File: config.mk
export PLATFORM = sky130hd
export DESIGN_NAME = message_frame_deframer
export DESIGN_NICKNAME = d
export VERILOG_FILES = /design/src/design/mfd_pkg.sv /design/src/design/mfd_front.sv /design/src/design/mfd_fifo.sv /design/src/design/message_frame_deframer.sv
export SDC_FILE = /design/constraint.sdc
export NUM_CORES = 1
export LEC_CHECK = 0
export CORE_UTILIZATION = 50
export DETAILED_ROUTE_END_ITERATION = 16
export DONT_BUFFER_PORTS = 1
export PLACE_DENSITY = 0.68
export SYNTH_ARGS = -nofsm -noshare
export SYNTH_HDL_FRONTEND = slang
export SYNTH_SLANG_ARGS = --single-unit
File: constraint.sdc
create_clock -name clk -period 4.2 [get_ports clk]
set_input_delay 0.21 -clock clk [delete_from_list [all_inputs] [get_ports clk]]
set_output_delay 0.21 -clock clk [all_outputs]
set_load 0.005 [all_outputs]
File: src/design/mfd_pkg.sv
// Shared types and constants for the message frame deframer.
// No dependencies; imported by mfd_front, mfd_fifo, message_frame_deframer and the testbench.
`timescale 1ns / 1ps

package mfd_pkg;

  // flags byte bit positions
  localparam int unsigned FLAG_MORE_BIT = 0;
  localparam int unsigned FLAG_LONG_BIT = 1;
  localparam int unsigned FLAG_CMD_BIT  = 2;

  // result kinds
  localparam logic [1:0] KIND_BYTE  = 2'd0;
  localparam logic [1:0] KIND_EMPTY = 2'd1;
  localparam logic [1:0] KIND_OVER  = 2'd2;

  localparam logic [15:0] MAX_LEN_RESET = 16'd256;

  typedef struct packed {
    logic [1:0]  kind;
    logic [7:0]  data_byte;
    logic [15:0] frame_len;
    logic        is_command;
    logic        last_of_frame;
    logic        last_of_message;
  } mfd_result_t;

endpackage

File: src/design/mfd_front.sv
// Front end of the deframer: parses flags, size and body bytes one per cycle
// and emits classified result records. Depends on mfd_pkg.
`timescale 1ns / 1ps

module mfd_front import mfd_pkg::*; #(
  parameter int unsigned LEN_BITS = 16
) (
  input  logic        clk,
  input  logic        rst_n,
  input  logic        byte_vld,
  input  logic [7:0]  rx_byte,
  input  logic [15:0] max_len,
  output logic        res_vld,
  output mfd_result_t res
);

  // size accumulator keeps at least 16 bits so the 16-bit reported length is exact; larger sizes saturate to FFFF
  localparam int unsigned AW = (LEN_BITS > 16) ? LEN_BITS : 16;
  localparam logic [AW-1:0] CAP = AW'((64'd1 << LEN_BITS) - 64'd1);

  localparam logic [1:0] PH_FLAGS = 2'd0;
  localparam logic [1:0] PH_SIZE  = 2'd1;
  localparam logic [1:0] PH_BODY  = 2'd2;

  logic [1:0]          phase_r, phase_nxt;
  logic [2:0]          flags_r, flags_nxt;
  logic [3:0]          size_left_r, size_left_nxt;
  logic [AW-1:0]       acc_r, acc_nxt;
  logic                ovf_r, ovf_nxt;
  logic [LEN_BITS-1:0] body_left_r, body_left_nxt;
  logic                halted_r, halted_nxt;

  logic [AW-1:0] acc_sh;
  logic          ovf_sh;
  logic [AW-1:0] limit;
  logic [15:0]   len_sat;
  logic          msg_end;

  always_comb begin
    acc_sh  = {acc_r[AW-9:0], rx_byte};
    ovf_sh  = ovf_r | (acc_r[AW-1 -: 8] != 8'd0);
    limit   = (AW'(max_len) > CAP) ? CAP : AW'(max_len);
    len_sat = (ovf_sh || ((acc_sh >> 16) != '0)) ? 16'hFFFF : acc_sh[15:0];
    msg_end = ~flags_r[FLAG_MORE_BIT];

    phase_nxt     = phase_r;
    flags_nxt     = flags_r;
    size_left_nxt = size_left_r;
    acc_nxt       = acc_r;
    ovf_nxt       = ovf_r;
    body_left_nxt = body_left_r;
    halted_nxt    = halted_r;

    res_vld             = 1'b0;
    res.kind            = KIND_BYTE;
    res.data_byte       = 8'd0;
    res.frame_len       = acc_r[15:0];
    res.is_command      = flags_r[FLAG_CMD_BIT];
    res.last_of_frame   = 1'b0;
    res.last_of_message = 1'b0;

    if (byte_vld && !halted_r) begin
      unique case (phase_r)
        PH_FLAGS: begin
          flags_nxt     = rx_byte[2:0];
          size_left_nxt = rx_byte[FLAG_LONG_BIT] ? 4'd8 : 4'd1;
          acc_nxt       = '0;
          ovf_nxt       = 1'b0;
          phase_nxt     = PH_SIZE;
        end
        PH_SIZE: begin
          acc_nxt = acc_sh;
          ovf_nxt = ovf_sh;
          if (size_left_r > 4'd1) begin
            size_left_nxt = size_left_r - 4'd1;
          end else begin
            size_left_nxt = 4'd0;
            if (ovf_sh || (acc_sh > limit)) begin
              halted_nxt    = 1'b1;
              phase_nxt     = PH_FLAGS;
              res_vld       = 1'b1;
              res.kind      = KIND_OVER;
              res.frame_len = len_sat;
            end else if (acc_sh == '0) begin
              phase_nxt           = PH_FLAGS;
              res_vld             = 1'b1;
              res.kind            = KIND_EMPTY;
              res.frame_len       = 16'd0;
              res.last_of_frame   = 1'b1;
              res.last_of_message = msg_end;
            end else begin
              body_left_nxt = acc_sh[LEN_BITS-1:0];
              phase_nxt     = PH_BODY;
            end
          end
        end
        PH_BODY: begin
          res_vld       = 1'b1;
          res.data_byte = rx_byte;
          if (body_left_r <= LEN_BITS'(1)) begin
            body_left_nxt       = '0;
            phase_nxt           = PH_FLAGS;
            res.last_of_frame   = 1'b1;
            res.last_of_message = msg_end;
          end else begin
            body_left_nxt = body_left_r - LEN_BITS'(1);
          end
        end
        default: begin
          phase_nxt = PH_FLAGS;
        end
      endcase
    end
  end

  always_ff @(posedge clk) begin
    if (!rst_n) begin
      phase_r     <= PH_FLAGS;
      flags_r     <= 3'd0;
      size_left_r <= 4'd0;
      acc_r       <= '0;
      ovf_r       <= 1'b0;
      body_left_r <= '0;
      halted_r    <= 1'b0;
    end else begin
      phase_r     <= phase_nxt;
      flags_r     <= flags_nxt;
      size_left_r <= size_left_nxt;
      acc_r       <= acc_nxt;
      ovf_r       <= ovf_nxt;
      body_left_r <= body_left_nxt;
      halted_r    <= halted_nxt;
    end
  end

endmodule

File: src/design/mfd_fifo.sv
// Result queue between the parser and the output port; holds result beats.
// Depends on mfd_pkg.
`timescale 1ns / 1ps

module mfd_fifo import mfd_pkg::*; #(
  parameter int unsigned DEPTH = 4
) (
  input  logic        clk,
  input  logic        rst_n,
  input  logic        wr_en,
  input  mfd_result_t wr_data,
  input  logic        rd_en,
  output mfd_result_t rd_data,
  output logic        full,
  output logic        empty
);

  localparam int unsigned PW = (DEPTH > 1) ? $clog2(DEPTH) : 1;
  localparam int unsigned CW = $clog2(DEPTH + 1);

  mfd_result_t mem [DEPTH];

  logic [PW-1:0] wr_ptr_r, wr_ptr_nxt;
  logic [PW-1:0] rd_ptr_r, rd_ptr_nxt;
  logic [CW-1:0] count_r, count_nxt;
  logic          do_wr, do_rd;

  assign full    = (count_r == CW'(DEPTH));
  assign empty   = (count_r == '0);
  assign rd_data = mem[rd_ptr_r];
  assign do_wr   = wr_en && !full;
  assign do_rd   = rd_en && !empty;

  always_comb begin
    wr_ptr_nxt = wr_ptr_r;
    rd_ptr_nxt = rd_ptr_r;
    count_nxt  = count_r;
    if (do_wr) begin
      wr_ptr_nxt = (wr_ptr_r == PW'(DEPTH - 1)) ? '0 : wr_ptr_r + PW'(1);
    end
    if (do_rd) begin
      rd_ptr_nxt = (rd_ptr_r == PW'(DEPTH - 1)) ? '0 : rd_ptr_r + PW'(1);
    end
    if (do_wr && !do_rd) begin
      count_nxt = count_r + CW'(1);
    end else if (do_rd && !do_wr) begin
      count_nxt = count_r - CW'(1);
    end
  end

  always_ff @(posedge clk) begin
    if (do_wr) begin
      mem[wr_ptr_r] <= wr_data;
    end
  end

  always_ff @(posedge clk) begin
    if (!rst_n) begin
      wr_ptr_r <= '0;
      rd_ptr_r <= '0;
      count_r  <= '0;
    end else begin
      wr_ptr_r <= wr_ptr_nxt;
      rd_ptr_r <= rd_ptr_nxt;
      count_r  <= count_nxt;
    end
  end

endmodule

File: src/design/message_frame_deframer.sv
// Top level of the message frame deframer: limit register, parser, result queue.
// Depends on mfd_pkg, mfd_front and mfd_fifo.
//
// Usage:
//   Input channel: drive in_rx_byte with in_push high; a byte is taken on a
//   clock edge where in_full is low. One byte per cycle can be taken.
//   Result channel: while out_empty is low the oldest result is on the out_
//   ports; it is taken on an edge where out_pop is high.
//   Config: cfg_wr_en with cfg_wr_data loads the frame length limit
//   (reset 256); write it only while the block is idle.
//   Results: a result is written into the queue on the edge that takes the
//   byte that causes it. Throughput: one byte and at most one result per
//   cycle while in_full is low.
//   Stall: results collect in a FIFO_DEPTH-entry queue; in_full rises when
//   it is full, and bytes are held off until the receiver pops.
//   Reset (rst_n low, synchronous): parser returns to expecting a flags
//   byte, the queue empties, the error halt clears and the limit goes to 256.
//   After an oversize error every further byte is taken and dropped until
//   reset.
`timescale 1ns / 1ps

module message_frame_deframer import mfd_pkg::*; #(
  parameter int unsigned LEN_BITS   = 16,
  parameter int unsigned FIFO_DEPTH = 4
) (
  input  logic        clk,
  input  logic        rst_n,
  input  logic        in_push,
  output logic        in_full,
  input  logic [7:0]  in_rx_byte,
  output logic        out_empty,
  input  logic        out_pop,
  output logic [1:0]  out_kind,
  output logic [7:0]  out_data_byte,
  output logic [15:0] out_frame_len,
  output logic        out_is_command,
  output logic        out_last_of_frame,
  output logic        out_last_of_message,
  input  logic        cfg_wr_en,
  input  logic [15:0] cfg_wr_data
);

  logic [15:0] max_len_r;
  logic        accept;
  logic        res_vld;
  mfd_result_t res;
  mfd_result_t head;

  always_ff @(posedge clk) begin
    if (!rst_n) begin
      max_len_r <= MAX_LEN_RESET;
    end else if (cfg_wr_en) begin
      max_len_r <= cfg_wr_data;
    end
  end

  assign accept = in_push && !in_full;

  mfd_front #(
    .LEN_BITS (LEN_BITS)
  ) u_front (
    .clk      (clk),
    .rst_n    (rst_n),
    .byte_vld (accept),
    .rx_byte  (in_rx_byte),
    .max_len  (max_len_r),
    .res_vld  (res_vld),
    .res      (res)
  );

  mfd_fifo #(
    .DEPTH (FIFO_DEPTH)
  ) u_fifo (
    .clk     (clk),
    .rst_n   (rst_n),
    .wr_en   (res_vld),
    .wr_data (res),
    .rd_en   (out_pop),
    .rd_data (head),
    .full    (in_full),
    .empty   (out_empty)
  );

  assign out_kind            = head.kind;
  assign out_data_byte       = head.data_byte;
  assign out_frame_len       = head.frame_len;
  assign out_is_command      = head.is_command;
  assign out_last_of_frame   = head.last_of_frame;
  assign out_last_of_message = head.last_of_message;

endmodule

# == Yosys cells after proc, flatten, opt, wreduce, memory -nomap -nowiden ==
# Memory sizes are Yosys's and may differ from the RTL's. A register that Yosys moved wholly into a read port is not among the register bits.
# Cells that the tools add are included.
# word_totals
ff_bits,66
ram_bits,116
elab_cells,104
mem_count,1
# classes
add_sub_neg,6
order_cmp,4
eq_ne,9
mux,46
bitwise,3
reduce_logical,24
# memory_table
memory,words,word_bits,read_ports,rd_clocked_by_memory_dff,write_ports,line_no,source
u_fifo.mem,4,29,1,1,1,mfd_fifo.sv:21,mfd_result_t mem [DEPTH];
# op_table
op,n
$mux W16,10
$pmux W16 S2,2
$mux W2,16
$mux W26,1
$gt A16 B16 Y1,1
$gt A16 B16 Y1 const B,1
$le A16 B1 Y1 const B,1
$logic_not A16 Y1,1
$sub A16 B1 Y16 const B,1
$mux W4,2
$mux W8,1
$pmux W4 S2,1
$reduce_bool A8 Y1,1
$mux W1,7
$eq A2 B2 Y1 const B,3
$logic_and A1 B1 Y1,6
$mux W3,2
$ne A2 B2 Y1 const B,3
$pmux W2 S3,1
$reduce_bool A2 Y1,3
$logic_not A1 Y1,5
$reduce_and A5 Y1,1
$add A2 B1 Y2 const B,2
$gt A4 B1 Y1 const B,1
other kinds (16),19

# == Logic depth before layout (Yosys ltp) ==
# Gate-level depths: netlist of run 1.
# depth
word_depth,13
ltp_mapped,14

# == Cells and area by module ==
# From an unflattened synthesis of run 1, not the netlist that was laid out.
# unflattened
hier_cells,664
hier_area_um2,8378.0
# by_module_without_submodules
mod,instances,cells_each,area_each_um2,seq_area_each_um2
mfd_fifo,1,202,4673.2,3663.5
mfd_front,1,410,3085.5,840.8
message_frame_deframer,1,52,619.3,320.3

# == Worst setup path before layout of run 1 ==
# No wires, ideal clock.
# synth_path
path_type,flip-flop to flip-flop
start,register u_front.acc_r[7]
end,memory u_fifo.mem[0][0] (netlist bit) (enable)
arrival_ps,3154
t_required_ps,3782
slack_ps,628
stages_incl_launch_ff,8
synth_period_minus_slack_ps,3572
cell_sequence,dfxtp_1 ha_1 nand4_1 or3_4 a21oi_2 nor3_2 o31a_1 nor2b_1
# synth_between
elab_chain_len,9
# synth_lines
element,line_no,source
"start, declared",mfd_front.sv:28,"logic [AW-1:0] acc_r, acc_nxt;"
"start signal, assigned",mfd_front.sv:129,acc_r <= acc_nxt;
$gt A16 B16 Y1 or $logic_not A16 Y1 (tied branches),"mfd_front.sv:78, mfd_front.sv:84",
$logic_or A1 B1 Y1 or $mux W1 (tied branches),"mfd_front.sv:78, mfd_front.sv:84",
$mux W1 (*),mfd_front.sv:78,if (ovf_sh || (acc_sh > limit)) begin
$mux W1 (*),mfd_front.sv:74,if (size_left_r > 4'd1) begin
$pmux W1 S2 (*),mfd_front.sv:63,unique case (phase_r)
$mux W1 (*),mfd_front.sv:62,if (byte_vld && !halted_r) begin
$logic_and A1 B1 Y1 (*),mfd_fifo.sv:31,assign do_wr = wr_en && !full;
$mux W1 (*),mfd_fifo.sv:52,if (do_wr) begin
$mux W1 (implied by the code) (*),mfd_fifo.sv:53,mem[wr_ptr_r] <= wr_data;
"end, declared",mfd_fifo.sv:21,
# Every way passes the cells marked *; elsewhere a longest branch is shown, timed or not.

# == Final worst setup path of run 1 ==
# layout_path
start,register u_front.acc_r[5]
end,register u_fifo.count_r[2]
# layout_between
elab_chain_len,10
# layout_lines
element,line_no,source
$gt A16 B16 Y1 or $logic_not A16 Y1 (tied branches),"mfd_front.sv:78, mfd_front.sv:84",
$logic_or A1 B1 Y1 or $mux W1 (tied branches),"mfd_front.sv:78, mfd_front.sv:84",
$mux W1 (*),mfd_front.sv:78,
$mux W1 (*),mfd_front.sv:74,
$pmux W1 S2 (*),mfd_front.sv:63,
$mux W1 (*),mfd_front.sv:62,
$logic_and A1 B1 Y1 (*),mfd_fifo.sv:31,
net u_fifo.do_wr,mfd_fifo.sv:26,"logic do_wr, do_rd;"
$logic_not A1 Y1,mfd_fifo.sv:46,end else if (do_rd && !do_wr) begin
$logic_and A1 B1 Y1,mfd_fifo.sv:46,
$reduce_bool A2 Y1 (no line),--,
"end signal, assigned",mfd_fifo.sv:65,count_r <= count_nxt;
"end, declared",mfd_fifo.sv:25,"logic [CW-1:0] count_r, count_nxt;"
# Mark *: on every way through the listed nets, which the timed path passes. The rest lies on a longest branch.
# A chain may end at the register's enable or synchronous reset.

==> results of run 1 <==
-- flip-flops by register name, summed over array words and instances, names as in the netlist, 3 cells and up, named ones only --
name,count
max_len_r,16
u_fifo.count_r,3
u_fifo.mem,116
u_front.acc_r,16
u_front.body_left_r,16
u_front.size_left_r,4
-- how the worst max path moves through the flow --
stage                     start           endpoint  slack (ns)
3_3_place_gp   u_front.acc_r[5]  u_fifo.count_r[2]        0.87
4_1_cts        u_front.acc_r[5]  u_fifo.count_r[2]        0.68
3_5_place_dp   u_front.acc_r[6]  u_fifo.count_r[2]        0.69
5_1_grt        u_front.acc_r[5]  u_fifo.count_r[2]        0.49
2_1_floorplan  u_front.acc_r[7]   u_fifo.mem[0][0]        0.63
6_report       u_front.acc_r[5]  u_fifo.count_r[2]        0.67
-- logic make-up (layout without fill, tap and decap cells) --
family | Yosys count | count (layout) | synth area share [%]
xor gates and xnor gates | 8 | 8 | 0.832
DFF | 183 | 183 | 57.3
adders and majority gates | 30 | 30 | 4.55
and+or+nand+nor | 199 | 199 | 12.9
muxes | 61 | 61 | 11.6
buffers and inverters | 69 | 118 | 3.30
AOI/OAI and AO/OA | 114 | 114 | 9.51
-- synth_stat cells (7+ instances only) --
master / number / area [sq um]
edfxtp_1: 116 / 3480
dfxtp_1: 67 / 1340
nor2b_1: 50 / 313
nand2_1: 43 / 161
inv_1: 34 / 128
nor2_1: 34 / 128
mux2i_1: 32 / 320
ha_1: 29 / 363
mux4_2: 29 / 653
clkbuf_1: 26 / 97.6
o21ai_0: 21 / 105
a22oi_1: 18 / 135
nor3_1: 15 / 75.1
o21ai_1: 12 / 60.1
a21oi_1: 10 / 50.1
nand3_1: 9 / 45.0
o31ai_1: 9 / 67.6
nor4_1: 8 / 50.1
nand4_1: 7 / 43.8
-- where the power goes --
group          internal, W  switching (W)
sequential         0.00200       0.000132
clock             0.000942       0.000680
combinational     0.000539       0.000690
total              0.00348        0.00150
-- stage by stage --
| step | total power, W | utilization [%] | cell area [sq um] | setup WS (ns) | hold WS (ns) |
|---|---|---|---|---|---|
| floorplan | 0.00308 | - | 8420 | 0.628 | 0.340 |
| global placement | 0.00331 | 52.4 | 8660 | 0.872 | 0.323 |
| detailed placement | 0.00335 | 52.4 | 8660 | 0.695 | 0.323 |
| CTS | 0.00500 | 58.5 | 9670 | 0.683 | 0.0817 |
| global route | 0.00521 | 58.5 | 9670 | 0.487 | 0.0957 |
| finish | 0.00498 | 58.5 | 9670 | 0.666 | 0.0986 |
-- tightest hold or removal path, cell delays in order --
cell     delay (ns)
o211a_1        0.12
o21ai_0        0.07
mux2i_1        0.06
-- cells in the final DEF (no fill, tap or decap), types with 4 or more instances in the layout --
cell type	Yosys	final
a21oi_1	10	10
a22oi_1	18	18
and3_1	6	6
buf_4	1	13
clkbuf_16	0	17
dfxtp_1	67	66
dlygate4sd3_1	0	39
edfxtp_1	116	116
ha_1	29	29
inv_1	34	34
inv_6	0	5
mux2i_1	32	32
mux4_2	29	29
nand2_1	43	43
nand3_1	9	9
nand4_1	7	7
nor2_1	34	34
nor2b_1	50	46
nor2b_2	0	4
nor3_1	15	15
nor4_1	8	8
o2111ai_1	4	4
o21ai_0	21	20
o21ai_1	12	13
o22ai_1	4	4
o311a_2	4	4
o31ai_1	9	9
or3_1	4	4
xor2_1	6	6
-- timing repair --
action                                 in CTS  in global routing
gates resized for setup                     0                  0
hold buffers                               40                  0
endpoints found under the hold margin      67                  0
-- area by class of cell --
class / count / area (sq um) / area share (%)
multi-input combinational: 412 / 3330 / 34.4
clock inverter: 13 / 168 / 1.73
sequential: 183 / 4830 / 49.9
timing repair buffer: 53 / 515 / 5.33
inverter: 34 / 128 / 1.32
clock buffer: 18 / 429 / 4.44
tap: 220 / 275 / 2.85
-- per-layer routing --
| layer | global-route usage, % | vias up | wire [um] | part of all wire, % |
|---|---|---|---|---|
| met5 | 0 | - | 0 | 0 |
| met4 | 8.59 | 0 | 417 | 2.2 |
| met3 | 5.88 | 28 | 1080 | 5.6 |
| met2 | 37.4 | 166 | 9270 | 48 |
| met1 | 30.7 | 2735 | 8390 | 44 |
| li1 | - | 2566 | - | - |
==> metrics.md, run 1 <==
| Metric | Value |
|---|---|
| Status | `completed` |
| Synth warnings | `0` |
| Setup CP Type | `reg2reg` |
| Worst Skew | `0.0101 ns` |
| Post-synth top flop | `edfxtp_1` |
| Max capacitance violation total | `0` |
| Pin count of the biggest net entering global routing | `78` |
| FF+latch count, synth | `183` |
| Setup violations, final | `0` |
| Post-CTS Setup Bufs | `0` |
| DRC | `0` |
| Worst vdd rail ir drop | `0.312 mV` |
| Final GP Congestion | `0.914` |
| Peak fanout along the critical path | `7` |
| Total Routing Usage GR | `23.3%` |
| Clk_lat worst skew | `0.43 ns` |
| Hold wc startpoint | `rst_n` |
| Layout cells sized above 1 | `13.3%` |
| Slowest Stage Delay on Critical Path | `0.45 ns` |
| DR iter-0 viols | `404` |
| Async SR Flop Fraction | `0%` |
| Pre-Repair DR Iteration Count | `5` |
| Row count | `47` |
| Global-route wire length before repair | `30700 um` |
| Syn Inst Count | `664` |
| R2R depth | `13` |
| Mapped Area | `8420 sq um` |
| Die W | `132 um` |
| EDFF count, synth | `116` |
| Ant. Diodes | `0` |
| Clock Path Buffers | `2` |
| Count of buffer and inverter cells on the critical path | `2` |
| Initial Utilization | `50.9%` |
| CP required | `4.54 ns` |
| Leakage power | `3.48 nW` |
| CTS Buf Count | `17` |
| CP Launch Type | `flop` |
| Placed cell count | `862` |
| RSZ-0062 raised after global routing | `no` |
| Arr. time, crit path | `3.88 ns` |
| Die ar. | `17400 sq um` |
| # IOs | `60` |
| Delay-heaviest family, CP | `simple AND/OR/NAND/NOR gates` |
| PortBufs | `0` |
| Critical path depth in cells | `13` |
| Power Dens Cells | `515 nW/um^2` |
| Hold Fails Final Rpt | `0` |
| Chip Height | `132 um` |
| RR Startpoint | `u_front.acc_r[5]` |
| Hold path cells | `3` |
| HP Class | `in2reg` |
| CP Cell Sequence | `ha_1 > nand4_1 > or3_4 > a21oi_2 > nor3_2 > o31a_1 > inv_1 > ha_1 > inv_1 > fa_1 > xor2_1 > or3_1 > a21boi_0` |
| Final period utilization | `84.1%` |
| Worst-Margin Slew | `0.838 ns` |
| Worst R2R Setup Slack | `0.67 ns` |
| Filler instances | `1326` |
| Post-synthesis cell type count | `67` |
| GRT overflow | `0` |
| Max Transition Viols Final | `0` |
| TNS Setup | `0 ns` |
| Vias/cell | `5.89` |
| CTS Root Cell | `clkbuf_16` |
| Max Clk Rate | `283 MHz` |
| Relative slew slack | `44.0%` |
| Num Clock Sinks | `183` |
| Worst reg2reg path endpoint | `u_fifo.count_r[2]` |
| HPWL after DPL | `12200 um` |
| Endpoint of the worst hold path | `u_front.body_left_r[14]` |
| Critical-path top delay cell | `o31a_1` |
| Syn Nets | `723` |
| Post-Layout Cell Count | `933` |
| Initial antenna violation count | `0` |
| Post-detailed-route count of antenna-violating nets | `0` |
| Nets | `760` |
| Post-Route WL | `19200 um` |
| Vias after detailed routing | `5495` |
| Post-route minimum period | `3.53 ns` |
| Critical Path End Type | `flop` |
| # H-tree levels | `4` |
| CTS tree | `built` |
| DR WL/cell | `20.5 um` |
| Vias in the first global route | `5566` |
| Core area | `16500 sq um` |
| Worst-path clk slew | `0.07 ns` |
| Seq/Total Area, Yosys | `57.3%` |
| Area Growth Syn to Fin | `14.9%` |
| Mapped Avg Cell Area | `12.7 sq um` |
Power figures use the tool's default switching activity.
==> run 2, diff against run 1 <==
Settings changed: ABC_AREA set to 1.
Clock period 4.2 ns to 3.5 ns, I/O delays scaled along.
==> run 2 against run 1 <==
  * Count of clock-buffer cells in the layout grew 1
  * Global-route usage shrank 0.53 points
  * Total power grew 31%
  * Combinational power grew 65%
  * Final cell count grew 20%
  * Via count grew 13%
  * Final area shrank 3.4%
  * Critical path type unchanged
==> metrics.md, run 2 <==
| Metric | Value |
|---|---|
| Status | `completed` |
| Global-route wire length before repair | `28700 um` |
| Post-synth top flop | `edfxtp_1` |
| Met3 Resource Use GR | `4.72%` |
| Placed instance area | `8480 sq um` |
| Syn Nets | `935` |
| Post-Route WL | `18800 um` |
| HP Class | `in2reg` |
| Synth area leader | `edfxtp_1` |
| GRT busiest layer | `met2` |
| FF+latch count, synth | `183` |
| Async SR Flop Fraction | `0%` |
| Max reg flops | `116` |
| Mapped Avg Cell Area | `9.45 sq um` |
| Vias after detailed routing | `6209` |
| Vias in the first global route | `5597` |
| Fin area | `9340 sq um` |
| Die W | `131 um` |
| Worst Skew | `0.00832 ns` |
| TNS Setup | `0 ns` |
| Leakage power | `3.53 nW` |
| GRT overflow | `0` |
| DRC | `0` |
| # H-tree levels | `4` |
| Power Dens Cells | `700 nW/um^2` |
| Num Clock Sinks | `183` |
| Endpoint of the worst hold path | `u_front.size_left_r[0]` |
| Critical Path End Type | `flop` |
| CTS tree | `built` |
| Synth Area in Simple Gates | `15.0%` |
| Most common cell in the netlist | `nor2_1` |
| Seq/Total Area, Yosys | `58.3%` |
| Commonest non-fill, non-tap cell in the layout | `nor2_1` |
| DR WL/cell | `16.8 um` |
| Post-route minimum period | `3.04 ns` |
| Post-detailed-route count of antenna-violating nets | `0` |
| Worst-path clk slew | `0.07 ns` |
| PortBufs | `0` |
| Top post-synthesis cells by count | `nor2_1 (134), o21ai_0 (119), edfxtp_1 (116), nand2_1 (112), inv_1 (80)` |
| Row count | `46` |
| Vias/cell | `5.54` |
| Hold Fails Final Rpt | `0` |
| Filler instances | `1397` |
| Chip Height | `131 um` |
| Clock Path Buffers | `2` |
| Hold path cells | `3` |
| CP required | `3.83 ns` |
| Worst vdd rail ir drop | `0.382 mV` |
| Ant. Diodes | `0` |
| Post-layout util | `58.4%` |
| Core area | `16000 sq um` |
| Worst R2R Setup Slack | `0.46 ns` |
| Share of the synthesized area in the top cell type | `42.1%` |
| RSZ-0062 raised after global routing | `no` |
| Met1 usage | `28.8%` |
| Post-synthesis xor/xnor area fraction | `1.38%` |
| Die ar. | `17100 sq um` |
| Pin count of the biggest net entering global routing | `59` |
| Worst reg2reg path endpoint | `u_fifo.count_r[1]` |
| Relative slew slack | `33.3%` |
| Setup CP Type | `reg2reg` |
| Final period utilization | `86.8%` |
| Final GP Congestion | `0.873` |
| Max Transition Viols Final | `0` |
| EDFF count, synth | `116` |
| # IOs | `60` |
| Post-synthesis cell type count | `37` |
| Area Growth Syn to Fin | `12.8%` |
| Hold wc startpoint | `in_rx_byte[1]` |
| Synth Area in Compound Gates | `14.9%` |
| Max capacitance violation total | `0` |
| Synth warnings | `0` |
| Post_cts resized | `0` |
| Worst-Margin Slew | `1.00 ns` |
| R2R depth | `15` |
| Layout cells sized above 1 | `6.74%` |
| Commonest cells after routing, fill and taps aside | `nor2_1 (130), o21ai_0 (118), edfxtp_1 (116)` |
| Initial Utilization | `51.7%` |
| Setup violations, final | `0` |
| Max Clk Rate | `329 MHz` |
| RR Startpoint | `u_front.acc_r[7]` |
| CP Launch Type | `flop` |
| Post-Layout Cell Count | `1121` |
| Initial antenna violation count | `0` |
| Reg area | `4820 sq um` |
| Peak fanout along the critical path | `5` |
| CTS Root Cell | `clkbuf_16` |
| Area of the multi-input gates | `2980 sq um` |
| Largest family of logic cells by synthesized area | `simple AND/OR/NAND/NOR gates` |
| Clk_lat worst skew | `0.44 ns` |
| DR iter-0 viols | `616` |
| Mapped Area | `8280 sq um` |
| Total Routing Usage GR | `22.8%` |
| Synth area leaders | `edfxtp_1 (42%), dfxtp_1 (16%), o21ai_0 (7.2%)` |
| Synth Area in Adders | `4.63%` |
| HPWL after DPL | `11800 um` |
| Largest Register | `u_fifo.mem` |
| Arr. time, crit path | `3.37 ns` |
| Multiplexer share of the synthesized area | `0%` |
| Nets | `951` |
| Placed cell count | `1064` |
| Syn Inst Count | `876` |
| Pre-Repair DR Iteration Count | `5` |
| CTS Buf Count | `17` |
| Met2 usage | `38.3%` |
==> run 2: timing repair <==
action | 4_1_cts | 5_1_grt
setup buffers | 0 | 0
endpoints found under the hold margin | 49 | 0
hold buffers | 25 | 0
==> run 2: how the worst max path moves through the flow <==
stage	startpoint	endpoint	slack, ns	depth (start not counted)
2_1_floorplan	max_len_r[15]	u_fifo.mem[0][0]	0.36	12
3_3_place_gp	u_front.acc_r[2]	u_fifo.count_r[2]	0.56	19
3_5_place_dp	u_front.acc_r[7]	u_fifo.count_r[1]	0.50	15
4_1_cts	u_front.acc_r[7]	u_fifo.count_r[1]	0.48	15
5_1_grt	u_front.acc_r[7]	u_fifo.count_r[2]	0.11	19
6_report	u_front.acc_r[7]	u_fifo.count_r[1]	0.46	15
==> run 2: worst max-delay path, cell delays in order (launching register included) <==
cell and delay (ns):
dfxtp_1 0.38, ha_1 0.33, nand2_1 0.08, nor3_1 0.29
nand3_1 0.16, nand2_1 0.12, nand3_2 0.11, nand2_1 0.09
nand2_1 0.13, nand2_1 0.27, inv_1 0.07, ha_1 0.18
inv_1 0.10, fa_1 0.41, o21ai_0 0.15, a21oi_1 0.05
==> run 2: per-layer routing <==
| layer | wire, um | vias up |
|---|---|---|
| met3 | 1140 | 34 |
| met4 | 394 | 0 |
| met2 | 8820 | 196 |
| met1 | 8430 | 2941 |
| met5 | 0 | - |
| li1 | - | 3038 |
==> run 2: logic make-up (layout without fill, tap and decap cells) <==
family / after synthesis / in the layout
adder cells (fa/ha/maj): 30 / 30
XOR/XNOR: 13 / 13
flip-flops: 183 / 183
buffers and inverters: 122 / 151
AO/OA/AOI/OAI: 230 / 230
AND/OR/NAND/NOR: 298 / 298
==> run 2: final cells by class <==
cell class,instances,share of cell area (%)
clock buffer,19,4.85
clock inverter,13,1.61
inverter,82,3.30
multi-input combinational,571,31.9
sequential,183,51.7
tap,216,2.89
timing repair buffer,37,3.75
==> run 2: stage by stage <==
stage | power, W | hold slack (ns) | worst slack [ns]
after floorplan | 0.00416 | 0.286 | 0.362
after global placement | 0.00457 | 0.288 | 0.560
after detailed placement | 0.00460 | 0.294 | 0.497
after CTS | 0.00656 | 0.0193 | 0.480
after global routing | 0.00695 | 0.0418 | 0.108
final | 0.00654 | 0.0290 | 0.463
==> run 2: where the power goes <==
| group | internal, W | switching (W) | leakage [nW] |
|---|---|---|---|
| logic | 0.000659 | 0.00137 | 1.61 |
| clock network | 0.00106 | 0.000876 | 0.294 |
| registers | 0.00245 | 0.000132 | 1.62 |
